$ cat src/design/trsmc_pkg.sv
// ----------------------------------------------------------------------------
// trsmc_pkg
// Shared constants, stage types and arithmetic helpers of the TRS matrix core.
// ----------------------------------------------------------------------------
package trsmc_pkg;

  localparam int DefCordicStages = 16;
  localparam int DefFracBits     = 16;

  localparam int TurnW    = 32;  // binary angle, full turn = 2^32
  localparam int XyW      = 34;  // CORDIC x/y, Q30 with headroom
  localparam int ZW       = 33;  // CORDIC residual angle
  localparam int Rq30W    = 34;  // rounded Q30 products and rotation entries
  localparam int ProdW    = 66;  // raw products before rounding
  localparam int RndW     = 36;  // ProdW after the Q30 rounding shift

  localparam logic signed [XyW-1:0] CordicGain = 34'sd652032874;

  // Degree to binary angle: long division by 360, four quotient bits per cell
  localparam int DivW    = 44;
  localparam int DivStep = 4;
  localparam int DivCells = DivW / DivStep;
  localparam int DivRemW = 9;
  localparam logic [DivRemW:0] DegTurn   = 10'd360;
  localparam logic [DivW-1:0]  DegRound  = 44'd180;
  localparam int               TurnHiDiv = 45;   // 360 = 45 * 8

  localparam logic [1:0] LastCol = 2'd3;

  typedef logic signed [31:0] q16_t;

  typedef enum logic [1:0] {
    QuadI   = 2'd0,
    QuadII  = 2'd1,
    QuadIII = 2'd2,
    QuadIV  = 2'd3
  } quad_e;

  typedef struct packed {
    q16_t [2:0] pos;
    q16_t [2:0] scl;
  } side_t;

  typedef struct packed {
    logic [DivW-1:0]    num;
    logic [DivRemW-1:0] rem;
    logic [TurnW-1:0]   quo;
  } div_lane_t;

  typedef struct packed {
    logic             valid;
    div_lane_t [2:0]  lane;
    side_t            side;
  } div_stage_t;

  typedef struct packed {
    logic signed [XyW-1:0] x;
    logic signed [XyW-1:0] y;
    logic signed [ZW-1:0]  z;
    quad_e                 quad;
  } cordic_lane_t;

  typedef struct packed {
    logic                valid;
    cordic_lane_t [2:0]  lane;
    side_t               side;
  } cordic_stage_t;

  // ent[col][row]
  typedef struct packed {
    q16_t [2:0][2:0] ent;
    q16_t [2:0]      pos;
  } col_load_t;

  function automatic logic [ZW-1:0] atan_turn(input int idx);
    logic [ZW-1:0] v;
    unique case (idx)
      0:  v = 33'd536870912;
      1:  v = 33'd316933406;
      2:  v = 33'd167458907;
      3:  v = 33'd85004756;
      4:  v = 33'd42667331;
      5:  v = 33'd21354465;
      6:  v = 33'd10679838;
      7:  v = 33'd5340245;
      8:  v = 33'd2670163;
      9:  v = 33'd1335087;
      10: v = 33'd667544;
      11: v = 33'd333772;
      12: v = 33'd166886;
      13: v = 33'd83443;
      14: v = 33'd41722;
      15: v = 33'd20861;
      16: v = 33'd10430;
      17: v = 33'd5215;
      18: v = 33'd2608;
      19: v = 33'd1304;
      20: v = 33'd652;
      21: v = 33'd326;
      22: v = 33'd163;
      23: v = 33'd81;
      24: v = 33'd41;
      25: v = 33'd20;
      26: v = 33'd10;
      27: v = 33'd5;
      28: v = 33'd3;
      29: v = 33'd1;
      default: v = '0;
    endcase
    return v;
  endfunction

  // Q30 rounding: add half, arithmetic shift right by 30
  function automatic logic signed [RndW-1:0] rnd30(input logic signed [ProdW-1:0] p);
    logic signed [ProdW-1:0] t;
    t = (p + ProdW'(64'sd536870912)) >>> 30;
    return t[RndW-1:0];
  endfunction

  function automatic q16_t sat32(input logic signed [RndW-1:0] v);
    q16_t r;
    priority if (v > RndW'(64'sd2147483647)) r = 32'sh7fffffff;
    else if (v < -RndW'(64'sd2147483648)) r = 32'sh80000000;
    else r = v[31:0];
    return r;
  endfunction

endpackage

$ cat src/design/trsmc_div_cell.sv
// ----------------------------------------------------------------------------
// trsmc_div_cell
// One cell of the divide-by-360 chain: four restoring steps on three lanes.
// ----------------------------------------------------------------------------
module trsmc_div_cell
  import trsmc_pkg::*;
(
  input  logic       clk_i,
  input  logic       rst_ni,
  input  logic       en_i,
  input  div_stage_t stage_i,
  output div_stage_t stage_o
);

  div_stage_t         stage_d, stage_q;
  logic               valid_q;
  logic [DivRemW:0]   trial;

  always_comb begin
    stage_d = stage_i;
    trial   = '0;
    for (int l = 0; l < 3; l++) begin
      for (int b = 0; b < DivStep; b++) begin
        trial = {stage_d.lane[l].rem, stage_d.lane[l].num[DivW-1]};
        stage_d.lane[l].num = {stage_d.lane[l].num[DivW-2:0], 1'b0};
        if (trial >= DegTurn) begin
          stage_d.lane[l].rem = DivRemW'(trial - DegTurn);
          stage_d.lane[l].quo = {stage_d.lane[l].quo[TurnW-2:0], 1'b1};
        end else begin
          stage_d.lane[l].rem = trial[DivRemW-1:0];
          stage_d.lane[l].quo = {stage_d.lane[l].quo[TurnW-2:0], 1'b0};
        end
      end
    end
  end

  always_ff @(posedge clk_i or negedge rst_ni) begin
    if (!rst_ni) begin
      valid_q <= 1'b0;
    end else if (en_i) begin
      valid_q <= stage_d.valid;
    end
  end

  always_ff @(posedge clk_i) begin
    if (en_i) begin
      stage_q <= stage_d;
    end
  end

  always_comb begin
    stage_o       = stage_q;
    stage_o.valid = valid_q;
  end

endmodule

$ cat config.mk
export PLATFORM = sky130hd
export DESIGN_NAME = trsmc_div_cell
export DESIGN_NICKNAME = d
export VERILOG_FILES = /design/src/design/trsmc_pkg.sv /design/src/design/trsmc_div_cell.sv
export SDC_FILE = /design/constraint.sdc
export NUM_CORES = 1
export LEC_CHECK = 0
export ABC_AREA = 1
export BUFFER_PORTS_ARGS = -buffer_cell sky130_fd_sc_hd__buf_2
export CAP_MARGIN = 30
export CORE_AREA = 2 2 347 349
export DETAILED_ROUTE_END_ITERATION = 6
export DIE_AREA = 0 0 349 351
export PLACE_DENSITY = 0.42
export SLEW_MARGIN = 20
export SYNTH_ARGS = -nofsm -noshare
export SYNTH_HDL_FRONTEND = slang
export SYNTH_SLANG_ARGS = --single-unit
$ cat constraint.sdc
create_clock -name clk_i -period 0.9 [get_ports clk_i]
set_clock_uncertainty 0.05 [all_clocks]
set_input_delay 0.18 -clock clk_i [delete_from_list [all_inputs] [get_ports clk_i]]
set_output_delay 0.18 -clock clk_i [all_outputs]
set_load 0.03 [all_outputs]
==> metrics.txt <==
# TYPE chip_impl_metric gauge
chip_impl_info{name="outcome",value="finished, violations left"} 1
chip_impl_info{name="failed_checks",value="negative setup slack"} 1
chip_impl_info{name="timing.critical_path.to_type",value="register"} 1
chip_impl_info{name="reg2reg_to",value="valid_q"} 1
chip_impl_info{name="synth_largest_area_cell",value="edfxtp_1"} 1
chip_impl_metric{name="final_weighted_congestion_in_routability_driven_placement",unit=""} 0.854
chip_impl_metric{name="post-route-worst-setup-slack",unit="ps"} -1370
chip_impl_metric{name="max_cap_violations",unit=""} 0
chip_impl_metric{name="post-route-cell-area",unit="um^2"} 34400
chip_impl_metric{name="detail-route-antenna-nets",unit=""} 0
chip_impl_metric{name="final_setup_violation_count",unit=""} 843
chip_impl_metric{name="r2r_slack",unit="ps"} 80
chip_impl_metric{name="die_width",unit="um"} 349
chip_impl_metric{name="ys.warnings.count",unit=""} 0
chip_impl_info{name="min-delay-start",value="stage_i[232]"} 1
chip_impl_info{name="cp-start-kind",value="input pin"} 1
chip_impl_info{name="clock_tree_from_tritoncts",value="yes"} 1
chip_impl_metric{name="power.density",unit="nW/um^2"} 1990
chip_impl_metric{name="synth_simple_gate_area_share",unit=""} 0.112
chip_impl_metric{name="routedWlPerCell",unit="um"} 19.0
chip_impl_metric{name="yosys.area_share.adder",unit=""} 0.00318
chip_impl_metric{name="path_clk_slew",unit="ps"} 60
chip_impl_info{name="regToRegStartpoint",value="valid_q"} 1
chip_impl_metric{name="area_taken_by_multi_input_logic_gates",unit="um^2"} 3630
chip_impl_metric{name="htree_levels",unit=""} 2
chip_impl_metric{name="dieHeight",unit="um"} 351
chip_impl_info{name="worst_hold_end",value="stage_o[195]"} 1
chip_impl_metric{name="drt_iter0_markers",unit=""} 688
chip_impl_metric{name="cts_buffer_depth",unit=""} 3
chip_impl_metric{name="min_period",unit="ps"} 2270
chip_impl_metric{name="core.rowCount",unit=""} 127
chip_impl_metric{name="mappedNetlistArea",unit="um^2"} 15700
chip_impl_metric{name="worstPathArrival",unit="ps"} 2600
chip_impl_metric{name="ir_worst_vdd",unit="mV"} 1.61
chip_impl_metric{name="fin_crit_sh",unit=""} 2.52
chip_impl_metric{name="grt_usage",unit=""} 0.120
chip_impl_metric{name="initial_utilization",unit=""} 0.132
chip_impl_info{name="layout.cells.most_common_list",value="buf_6 (451), edfxtp_1 (435), buf_2 (421), dlygate4sd3_1 (413), buf_4 (198)"} 1
chip_impl_metric{name="synth.yosys.seq_area_share",unit=""} 0.832
chip_impl_metric{name="final_tns_setup",unit="ps"} -407530
chip_impl_metric{name="port_buffers",unit=""} 874
chip_impl_metric{name="synth_top_cell_area_share",unit=""} 0.830
chip_impl_metric{name="final-seq-area",unit="um^2"} 13100
chip_impl_metric{name="power",unit="W"} 0.0685
chip_impl_metric{name="drive_gt1_frac",unit=""} 0.577
chip_impl_info{name="root_buffer",value="clkbuf_16"} 1
chip_impl_metric{name="worst_skew_pair.late_latency",unit="ps"} 620
chip_impl_info{name="ys_top_cells_by_area",value="edfxtp_1 (83%), nand2_1 (4.8%), nand3_1 (3.0%), inv_1 (1.4%), nand2_4 (0.93%)"} 1
chip_impl_metric{name="nNetsFinal",unit=""} 2985
chip_impl_metric{name="grt_pass1_vias",unit=""} 14600
chip_impl_metric{name="antenna_violations_before_repair",unit=""} 16
chip_impl_metric{name="dp_worst_setup_slack",unit="ps"} -2200
chip_impl_metric{name="worst_r2r_path_depth",unit=""} 1
chip_impl_metric{name="post_synth.cell_area_avg",unit="um^2"} 16.5
chip_impl_metric{name="routed_wire_length",unit="mm"} 78.4
chip_impl_metric{name="min_path_cells",unit=""} 4
chip_impl_info{name="dominant_combinational_cell_family_by_area_after_synthesis",value="simple AND/OR/NAND/NOR gates"} 1
chip_impl_info{name="grt_setup_unrepaired",value="yes"} 1
chip_impl_metric{name="synthesis.instances",unit=""} 952
chip_impl_metric{name="clkSinkCount",unit=""} 436
chip_impl_metric{name="detail_route.drc_violations",unit=""} 0
chip_impl_metric{name="clock.fmax",unit="GHz"} 0.441
chip_impl_info{name="mostFrequentLayoutCell",value="buf_6"} 1
chip_impl_metric{name="fp.dieArea",unit="um^2"} 122000
chip_impl_metric{name="gr-total-overflow",unit=""} 0
chip_impl_metric{name="grt_start_max_net_pins",unit=""} 30
chip_impl_metric{name="worst-endpoint-required",unit="ps"} 1230
chip_impl_metric{name="slew_at_the_pin_closest_to_its_max_slew_limit",unit="ps"} 498
chip_impl_metric{name="yosys_register_bits",unit=""} 436
chip_impl_metric{name="io_pins",unit=""} 899
chip_impl_metric{name="detailroute.via_count",unit=""} 14200
chip_impl_info{name="critPathKind",value="in2reg"} 1
chip_impl_metric{name="maxSlewHeadroom",unit=""} 0.667
chip_impl_metric{name="synthXorXnorAreaFrac",unit=""} 0.00835
chip_impl_metric{name="placedInstanceArea",unit="um^2"} 24100
chip_impl_metric{name="drt_pass1_iterations",unit=""} 5
chip_impl_metric{name="netlist-cell-type-count",unit=""} 33
chip_impl_info{name="min_path_type",value="in2reg"} 1
chip_impl_metric{name="coreArea",unit="um^2"} 119000
chip_impl_metric{name="timing_max_transition_violations_final",unit=""} 0
chip_impl_metric{name="synthToLayoutAreaGrowth",unit="%"} 118
chip_impl_metric{name="total_leakage_power",unit="nW"} 14.6
chip_impl_metric{name="finalHoldViolCount",unit=""} 0
chip_impl_metric{name="fillerInstances",unit=""} 12000
chip_impl_metric{name="synth_mux_area_frac",unit=""} 0.000715
chip_impl_metric{name="synth_compound_area_frac",unit=""} 0.0168
chip_impl_metric{name="wire_length_of_the_first_global_routing_pass",unit="mm"} 104
chip_impl_metric{name="number_of_buffers_created_by_cts",unit=""} 52
chip_impl_metric{name="hpwlAfterDp",unit="mm"} 60.2
chip_impl_metric{name="path_max_fanout",unit=""} 7
chip_impl_metric{name="drt-vias-per-instance",unit=""} 3.44
-- logic make-up (layout without fill, tap and decap cells) --
group                      count (synthesis)  count (layout)
and+or+nand+nor                          370             370
muxes                                      1               1
AOI/OAI and AO/OA                         26              26
adders and majority gates                  4               4
xor gates and xnor gates                  15              15
DFF                                      436             436
other                                      1              14
buffers and inverters                     99            1706
-- timing repair --
| action | 4_1_cts | 5_1_grt |
|---|---|---|
| resized for setup | 1031 | 163 |
| hold buffers | 413 | 1 |
| setup buffers | 33 | 25 |
| pin swaps | 56 | 88 |
| endpoints found under the hold margin | 426 | 11 |
| setup endpoints to repair | 463 | 843 |
-- metal layers --
metal | track usage | wire [um] | part of all wire | vias to the layer above
met5 | 0 | 83 | 0.0011 | -
met4 | 0.0357 | 2090 | 0.027 | 14
met3 | 0.0400 | 6570 | 0.084 | 105
met2 | 0.200 | 38000 | 0.48 | 569
met1 | 0.145 | 31700 | 0.40 | 6914
li1 | - | - | - | 6553
-- cell usage after synthesis, drive strengths merged --
library cell,n
a21oi,13
or2,1
nand2,233
clkinv,2
a21boi,3
inv,84
xor2,14
and2,1
dfrtp,1
nand3,104
nand3b,2
mux2,1
xnor2,1
edfxtp,435
o21ai,6
buf,13
a211oi,1
o21bai,3
ha,4
nor2,29
conb,1
-- how the worst max path moves through the flow --
stage	from	depth (start not counted)	slack, ps	to
detailed placement	stage_i[312]	26	-2200	stage_o[316]
finish	stage_i[312]	24	-1370	stage_o[277]
CTS	stage_i[312]	24	-1250	stage_o[316]
global placement	stage_i[312]	26	-2130	stage_o[314]
global route	stage_i[315]	26	-1490	stage_o[277]
floorplan	stage_i[312]	22	-1670	stage_o[317]
-- registers in the layout (all words and copies together), names as in the netlist --
| register | count |
|---|---|
| stage_o | 435 |
| valid_q | 1 |
-- cell type report --
cell class              count  area share
repair buffers           1526       0.396
flip-flops and latches    436       0.381
multi-input cells         428       0.106
well taps                1548      0.0563
clock buffers              61      0.0394
inverters                  86      0.0124
clock inverters            33     0.00932
diodes                      2    0.000146
-- critical path: stages --
cell	delay (ps)
buf_12	90
inv_12	30
ha_4	140
inv_2	60
nand3_4	60
xor2_2	170
nand2_4	70
o21ai_4	70
inv_2	70
a21oi_4	140
buf_4	160
nand2_8	80
nand2_4	80
nand3_2	90
nor2_4	130
nand2_4	80
nand2_4	100
buf_6	130
nand2_4	50
nand2_4	100
inv_4	40
a21oi_4	220
nand2_8	100
buf_4	140
-- stage by stage --
| stage | instances | hold WS (ps) | util |
|---|---|---|---|
| 4_1_cts | 4093 | -81.0 | 0.281 |
| 2_1_floorplan | 963 | -166 | - |
| 3_3_place_gp | 3554 | -93.9 | 0.202 |
| 6_report | 4120 | 3.50 | 0.289 |
| 5_1_grt | 4120 | -39.9 | 0.289 |
| 3_5_place_dp | 3554 | -93.4 | 0.202 |
-- where the power goes --
part	internal [W]	switching [W]
registers	0.0248	0.00115
clock network	0.0120	0.00920
logic	0.00989	0.0115
No activity file was read; power rests on OpenSTA's default activity.
