## src/design/trsmc_pkg.sv

```systemverilog
// ----------------------------------------------------------------------------
// trsmc_pkg
// Shared constants, stage types and arithmetic helpers of the TRS matrix core.
// ----------------------------------------------------------------------------
package trsmc_pkg;

  localparam int DefCordicStages = 16;
  localparam int DefFracBits     = 16;

  localparam int TurnW    = 32;  // binary angle, full turn = 2^32
  localparam int XyW      = 34;  // CORDIC x/y, Q30 with headroom
  localparam int ZW       = 33;  // CORDIC residual angle
  localparam int Rq30W    = 34;  // rounded Q30 products and rotation entries
  localparam int ProdW    = 66;  // raw products before rounding
  localparam int RndW     = 36;  // ProdW after the Q30 rounding shift

  localparam logic signed [XyW-1:0] CordicGain = 34'sd652032874;

  // Degree to binary angle: long division by 360, four quotient bits per cell
  localparam int DivW    = 44;
  localparam int DivStep = 4;
  localparam int DivCells = DivW / DivStep;
  localparam int DivRemW = 9;
  localparam logic [DivRemW:0] DegTurn   = 10'd360;
  localparam logic [DivW-1:0]  DegRound  = 44'd180;
  localparam int               TurnHiDiv = 45;   // 360 = 45 * 8

  localparam logic [1:0] LastCol = 2'd3;

  typedef logic signed [31:0] q16_t;

  typedef enum logic [1:0] {
    QuadI   = 2'd0,
    QuadII  = 2'd1,
    QuadIII = 2'd2,
    QuadIV  = 2'd3
  } quad_e;

  typedef struct packed {
    q16_t [2:0] pos;
    q16_t [2:0] scl;
  } side_t;

  typedef struct packed {
    logic [DivW-1:0]    num;
    logic [DivRemW-1:0] rem;
    logic [TurnW-1:0]   quo;
  } div_lane_t;

  typedef struct packed {
    logic             valid;
    div_lane_t [2:0]  lane;
    side_t            side;
  } div_stage_t;

  typedef struct packed {
    logic signed [XyW-1:0] x;
    logic signed [XyW-1:0] y;
    logic signed [ZW-1:0]  z;
    quad_e                 quad;
  } cordic_lane_t;

  typedef struct packed {
    logic                valid;
    cordic_lane_t [2:0]  lane;
    side_t               side;
  } cordic_stage_t;

  // ent[col][row]
  typedef struct packed {
    q16_t [2:0][2:0] ent;
    q16_t [2:0]      pos;
  } col_load_t;

  function automatic logic [ZW-1:0] atan_turn(input int idx);
    logic [ZW-1:0] v;
    unique case (idx)
      0:  v = 33'd536870912;
      1:  v = 33'd316933406;
      2:  v = 33'd167458907;
      3:  v = 33'd85004756;
      4:  v = 33'd42667331;
      5:  v = 33'd21354465;
      6:  v = 33'd10679838;
      7:  v = 33'd5340245;
      8:  v = 33'd2670163;
      9:  v = 33'd1335087;
      10: v = 33'd667544;
      11: v = 33'd333772;
      12: v = 33'd166886;
      13: v = 33'd83443;
      14: v = 33'd41722;
      15: v = 33'd20861;
      16: v = 33'd10430;
      17: v = 33'd5215;
      18: v = 33'd2608;
      19: v = 33'd1304;
      20: v = 33'd652;
      21: v = 33'd326;
      22: v = 33'd163;
      23: v = 33'd81;
      24: v = 33'd41;
      25: v = 33'd20;
      26: v = 33'd10;
      27: v = 33'd5;
      28: v = 33'd3;
      29: v = 33'd1;
      default: v = '0;
    endcase
    return v;
  endfunction

  // Q30 rounding: add half, arithmetic shift right by 30
  function automatic logic signed [RndW-1:0] rnd30(input logic signed [ProdW-1:0] p);
    logic signed [ProdW-1:0] t;
    t = (p + ProdW'(64'sd536870912)) >>> 30;
    return t[RndW-1:0];
  endfunction

  function automatic q16_t sat32(input logic signed [RndW-1:0] v);
    q16_t r;
    priority if (v > RndW'(64'sd2147483647)) r = 32'sh7fffffff;
    else if (v < -RndW'(64'sd2147483648)) r = 32'sh80000000;
    else r = v[31:0];
    return r;
  endfunction

endpackage

```

## src/design/trsmc_if.sv

```systemverilog


interface trsmc_out_if;
  logic               valid;
  logic               ready;
  logic [1:0]         column_index;
  logic signed [31:0] entry_row0;
  logic signed [31:0] entry_row1;
  logic signed [31:0] entry_row2;
  logic signed [31:0] entry_row3;
  logic               last_column;

  modport source (output valid, column_index, entry_row0, entry_row1, entry_row2,
                  entry_row3, last_column, input ready);
  modport sink   (input valid, column_index, entry_row0, entry_row1, entry_row2,
                  entry_row3, last_column, output ready);
endinterface

```

## src/design/trsmc_col_out.sv

```systemverilog
// ----------------------------------------------------------------------------
// trsmc_col_out
// Output register: holds one finished matrix and sends it a column per word.
// ----------------------------------------------------------------------------
module trsmc_col_out
  import trsmc_pkg::*;
#(
  parameter int FracBits = DefFracBits
) (
  input  logic        clk_i,
  input  logic        rst_ni,
  input  logic        load_valid_i,
  input  col_load_t   load_i,
  output logic        load_ok_o,
  trsmc_out_if.source col_o
);

  localparam q16_t One = q16_t'(64'sd1 << FracBits);

  logic       valid_q;
  logic [1:0] col_q;
  col_load_t  data_q;
  logic       last_col;

  assign last_col  = (col_q == LastCol);
  assign load_ok_o = !valid_q || (col_o.ready && last_col);

  always_ff @(posedge clk_i or negedge rst_ni) begin
    if (!rst_ni) begin
      valid_q <= 1'b0;
      col_q   <= '0;
    end else if (load_valid_i && load_ok_o) begin
      valid_q <= 1'b1;
      col_q   <= '0;
    end else if (valid_q && col_o.ready) begin
      if (last_col) begin
        valid_q <= 1'b0;
      end
      col_q <= col_q + 2'd1;
    end
  end

  always_ff @(posedge clk_i) begin
    if (load_valid_i && load_ok_o) begin
      data_q <= load_i;
    end
  end

  always_comb begin
    col_o.valid        = valid_q;
    col_o.column_index = col_q;
    col_o.last_column  = last_col;
    if (last_col) begin
      col_o.entry_row0 = data_q.pos[0];
      col_o.entry_row1 = data_q.pos[1];
      col_o.entry_row2 = data_q.pos[2];
      col_o.entry_row3 = One;
    end else begin
      col_o.entry_row0 = data_q.ent[col_q][0];
      col_o.entry_row1 = data_q.ent[col_q][1];
      col_o.entry_row2 = data_q.ent[col_q][2];
      col_o.entry_row3 = '0;
    end
  end

endmodule

```

## src/flat_wrapper.sv

```systemverilog
// flat-port wrapper written by rule: the top's interface ports become plain ports
module trsmc_col_out_flat import trsmc_pkg::*;
#(
  parameter int FracBits = DefFracBits
)
  (clk_i, rst_ni, load_valid_i, load_i, load_ok_o, col_o_valid, col_o_column_index, col_o_entry_row0, col_o_entry_row1, col_o_entry_row2, col_o_entry_row3, col_o_last_column, col_o_ready);
  trsmc_out_if col_o_i ();
  input  logic clk_i;
  input  logic rst_ni;
  input  logic load_valid_i;
  input  col_load_t load_i;
  output logic load_ok_o;
  output wire logic [$bits(col_o_i.valid)-1:0] col_o_valid;
  output wire logic [$bits(col_o_i.column_index)-1:0] col_o_column_index;
  output wire logic [$bits(col_o_i.entry_row0)-1:0] col_o_entry_row0;
  output wire logic [$bits(col_o_i.entry_row1)-1:0] col_o_entry_row1;
  output wire logic [$bits(col_o_i.entry_row2)-1:0] col_o_entry_row2;
  output wire logic [$bits(col_o_i.entry_row3)-1:0] col_o_entry_row3;
  output wire logic [$bits(col_o_i.last_column)-1:0] col_o_last_column;
  input wire logic [$bits(col_o_i.ready)-1:0] col_o_ready;
  assign col_o_valid = col_o_i.valid;
  assign col_o_column_index = col_o_i.column_index;
  assign col_o_entry_row0 = col_o_i.entry_row0;
  assign col_o_entry_row1 = col_o_i.entry_row1;
  assign col_o_entry_row2 = col_o_i.entry_row2;
  assign col_o_entry_row3 = col_o_i.entry_row3;
  assign col_o_last_column = col_o_i.last_column;
  assign col_o_i.ready = col_o_ready;
  trsmc_col_out #(.FracBits(FracBits)) u_core (.clk_i(clk_i), .rst_ni(rst_ni), .load_valid_i(load_valid_i), .load_i(load_i), .load_ok_o(load_ok_o), .col_o(col_o_i));
endmodule
```

## config.mk

```make
export PLATFORM = sky130hd
export DESIGN_NAME = trsmc_col_out_flat
export DESIGN_NICKNAME = d
export VERILOG_FILES = /design/src/design/trsmc_pkg.sv /design/src/design/trsmc_if.sv /design/src/design/trsmc_col_out.sv /design/src/flat_wrapper.sv
export SDC_FILE = /design/constraint.sdc
export NUM_CORES = 1
export LEC_CHECK = 0
export ABC_AREA = 1
export BUFFER_PORTS_ARGS = -buffer_cell sky130_fd_sc_hd__buf_2
export CAP_MARGIN = 10
export CORE_AREA = 2 2 204 206
export CTS_BUF_LIST = sky130_fd_sc_hd__clkbuf_4 sky130_fd_sc_hd__clkbuf_8 sky130_fd_sc_hd__clkbuf_16
export CTS_CLUSTER_SIZE = 25
export DETAILED_ROUTE_END_ITERATION = 6
export DIE_AREA = 0 0 206 208
export PLACE_DENSITY = 0.67
export SLEW_MARGIN = 20
export SYNTH_ARGS = -nofsm -noshare
export SYNTH_HDL_FRONTEND = slang
export SYNTH_SLANG_ARGS = --single-unit
```

## constraint.sdc

```tcl
create_clock -name clk_i -period 9.4 [get_ports clk_i]
set_clock_uncertainty 0.05 [all_clocks]
set_input_delay 0.47 -clock clk_i [delete_from_list [all_inputs] [get_ports clk_i]]
set_output_delay 0.47 -clock clk_i [all_outputs]
set_load 0.02 [all_outputs]
```

==> flow_metrics.py <==
metrics = {
    "status": {
        "outcome": "finished clean",
    },
    "clock_tree": {
        "numCtsBuffers": 42,
        "htreeDepth": 2,
        "cts_sinks": 387,
        "cts_root_buffer": "clkbuf_16",
        "clockBufferDepth": 3,
        "clk_pin_slew_ns": 0.06,
        "worstSkewPairLatency_ns": 0.55,
        "cts_tree": "built",
    },
    "synth": {
        "synth_area_leaders": "edfxtp_1, nand2_1, inv_1, nand3_1, a21oi_1",
        "netlist.area_leader.share_pct": 70.1,
        "seq_area_frac_synth_pct": 70.5,
        "yosysTopAreaCell": "edfxtp_1",
        "synthDistinctLibCells": 21,
        "synth.yosys.warnings": 0,
        "synth_seq_cells": 387,
        "syn_area_um2": 16500,
        "synth_area_per_cell_um2": 11.2,
        "synth_cells": 1473,
    },
    "timing": {
        "setup_tns_ns": 0,
        "finalSetupViolCount": 0,
        "period_minus_slack_ns": 4.46,
        "hold_viol": 0,
        "slew_headroom_pct": 27.0,
        "hold_ws_ns": 0.0439,
        "drv_slew": 0,
        "rsz0062_at_grt": "false",
        "tightest_slew_ns": 1.10,
        "fmax_ghz": 0.224,
        "fin_crit_sh_pct": 47.4,
    },
    "place": {
        "place_congestion": 0.811,
        "dp_cells": 2428,
        "placed_area_um2": 19000,
        "io_buffers": 489,
        "hpwl_um": 29400,
    },
    "power": {
        "peakVddDrop_v": 0.000221,
        "p_leak_nw": 9.34,
        "p_per_area_nw_per_um2": 303,
    },
    "floorplan": {
        "die_area_um2": 42800,
        "start_util_pct": 40.6,
        "die_width_um": 206,
        "die_height_um": 208,
        "ios": 521,
        "core_area_um2": 40600,
        "rows": 74,
    },
    "grt": {
        "grt_start_max_net_pins": 118,
        "grt_pass1_vias": 11500,
        "antenna_found_initial": 17,
        "grt_pass1_wl_um": 64400,
        "grt_overflow": 0,
        "grt_use_total_pct": 19.7,
    },
    "worst_setup_path": {
        "reg2reg_depth": 7,
        "r2r-start": "u_core.col_o.column_index[0]",
        "start_kind": "register",
        "reg2reg_to": "u_core.data_q[223]",
        "cp_max_fo": 82,
        "crit_path_end_kind": "register",
        "required_ns": 9.51,
        "cp.arrival_ns": 4.56,
        "ff2ff_setup_slack_ns": 4.94,
        "critical_path_class": "register to register",
    },
    "hold_path": {
        "whs_path_depth": 1,
        "min_path_type": "primary input to register",
        "whs_endpoint": "u_core.data_q[297]",
        "hold_start": "load_i[297]",
    },
    "drt": {
        "drc": 0,
        "wirelength_um": 43300,
        "vias": 11700,
        "dr.pass1.iters": 5,
        "ant_nets": 0,
        "viasPerCell": 4.63,
        "drt_iter0_drc": 776,
        "avgRoutedWirePerCell_um": 17.2,
    },
    "finish": {
        "final_cells": 2520,
        "fin_nets": 2332,
        "final_cell_area_um2": 20400,
        "syn_to_final_growth_pct": 24.1,
        "nFillCells": 3620,
        "drive_gt1_share_pct": 29.5,
    },
    "run": {
        "max-cap-violations": 0,
    },
}
-- worst max-delay path, stage by stage, from the launching register on --
cell and delay (ns):
dfrtp_4 0.87, ha_1 0.41, nand2_1 0.09, nand2_1 0.12, nand2_1 0.13, clkinvlp_4 0.55
buf_4 0.79, buf_4 0.91
-- power breakdown --
group | internal (mW) | leakage [nW] | switching [mW]
logic | 0.679 | 5.15 | 1.64
registers | 2.15 | 3.52 | 0.128
clock network | 0.946 | 0.674 | 0.656
total | 3.77 | 9.34 | 2.42
-- kinds of logic after synthesis --
kind of cell,synth area share [%]
and+or+nand+nor,15.1
other,0.0228
buffers and inverters,11.3
AOI/OAI and AO/OA,2.97
DFF,70.5
adders and majority gates,0.0760
-- timing repair --
action,4_1_cts,5_1_grt
resized for setup,0,0
buffers inserted,0,0
hold endpoints to repair,5,0
hold buffers,3,0
-- stage by stage --
step	util, %	total power [mW]	setup WS, ns
finish	50.4	6.19	4.94
global route	50.4	6.56	4.67
CTS	50.3	6.28	4.88
detailed placement	46.9	4.65	4.94
global placement	46.9	4.63	5.05
floorplan	-	3.97	1.97
-- layout by cell type (no fill, tap or decap), types with 9 or more instances in the layout --
| master | netlist | routed |
|---|---|---|
| nor2_1 | 96 | 96 |
| conb_1 | 1 | 31 |
| inv_1 | 292 | 290 |
| buf_2 | 26 | 489 |
| nand2_1 | 297 | 297 |
| diode_2 | 0 | 12 |
| clkinv_1 | 0 | 10 |
| nand3_2 | 9 | 9 |
| clkbuf_4 | 0 | 15 |
| a21oi_1 | 95 | 95 |
| buf_4 | 34 | 10 |
| edfxtp_1 | 384 | 384 |
| clkbuf_16 | 0 | 45 |
| nand3_1 | 185 | 185 |
-- state kept, by name, indices dropped and copies added (netlist names) --
register                   cells
u_core.data_q                384
u_core.col_o.column_index      2
u_core.col_o.valid             1
-- routing by layer --
layer | GRT usage, % | part of all wire (%)
met1 | 23.4 | 38
met2 | 33.6 | 50
met3 | 5.61 | 9.0
met4 | 8.10 | 2.9
met5 | 0 | 0.20
-- final cells by class --
| class | instances | area, um^2 | share of cell area, % |
|---|---|---|---|
| tap | 532 | 666 | 3.26 |
| clock buffer | 60 | 1240 | 6.06 |
| timing repair buffer | 502 | 2550 | 12.5 |
| multi-input combinational | 716 | 3110 | 15.2 |
| inverter | 294 | 1120 | 5.47 |
| antenna | 12 | 30.0 | 0.147 |
| sequential | 387 | 11600 | 56.8 |
| clock inverter | 17 | 108 | 0.527 |
-- worst max-delay path by stage --
stage               slack [ns]                          from  cells past startpoint                 end
detailed placement        4.94  u_core.col_o.column_index[0]                      7   u_core.data_q[21]
global route              4.67  u_core.col_o.column_index[0]                      7  u_core.data_q[223]
finish                    4.94  u_core.col_o.column_index[0]                      7  u_core.data_q[223]
CTS                       4.88  u_core.col_o.column_index[0]                      7   u_core.data_q[22]
floorplan                 1.97  u_core.col_o.column_index[0]                      5    u_core.data_q[0]
global placement          5.05  u_core.col_o.column_index[1]                      7   u_core.data_q[21]
-- Yosys cell counts --
cell	count
nand2_1	297
buf_4	34
nor2_1	96
conb_1	1
nand3_2	9
dfrtp_1	3
buf_8	1
a21oi_2	1
clkbuf_1	17
inv_4	1
a21oi_1	95
buf_6	22
buf_12	1
ha_1	1
edfxtp_1	384
clkinv_2	1
inv_1	292
o21ai_0	1
buf_2	26
buf_1	5
nand3_1	185
(Power assumes the default switching activity.)
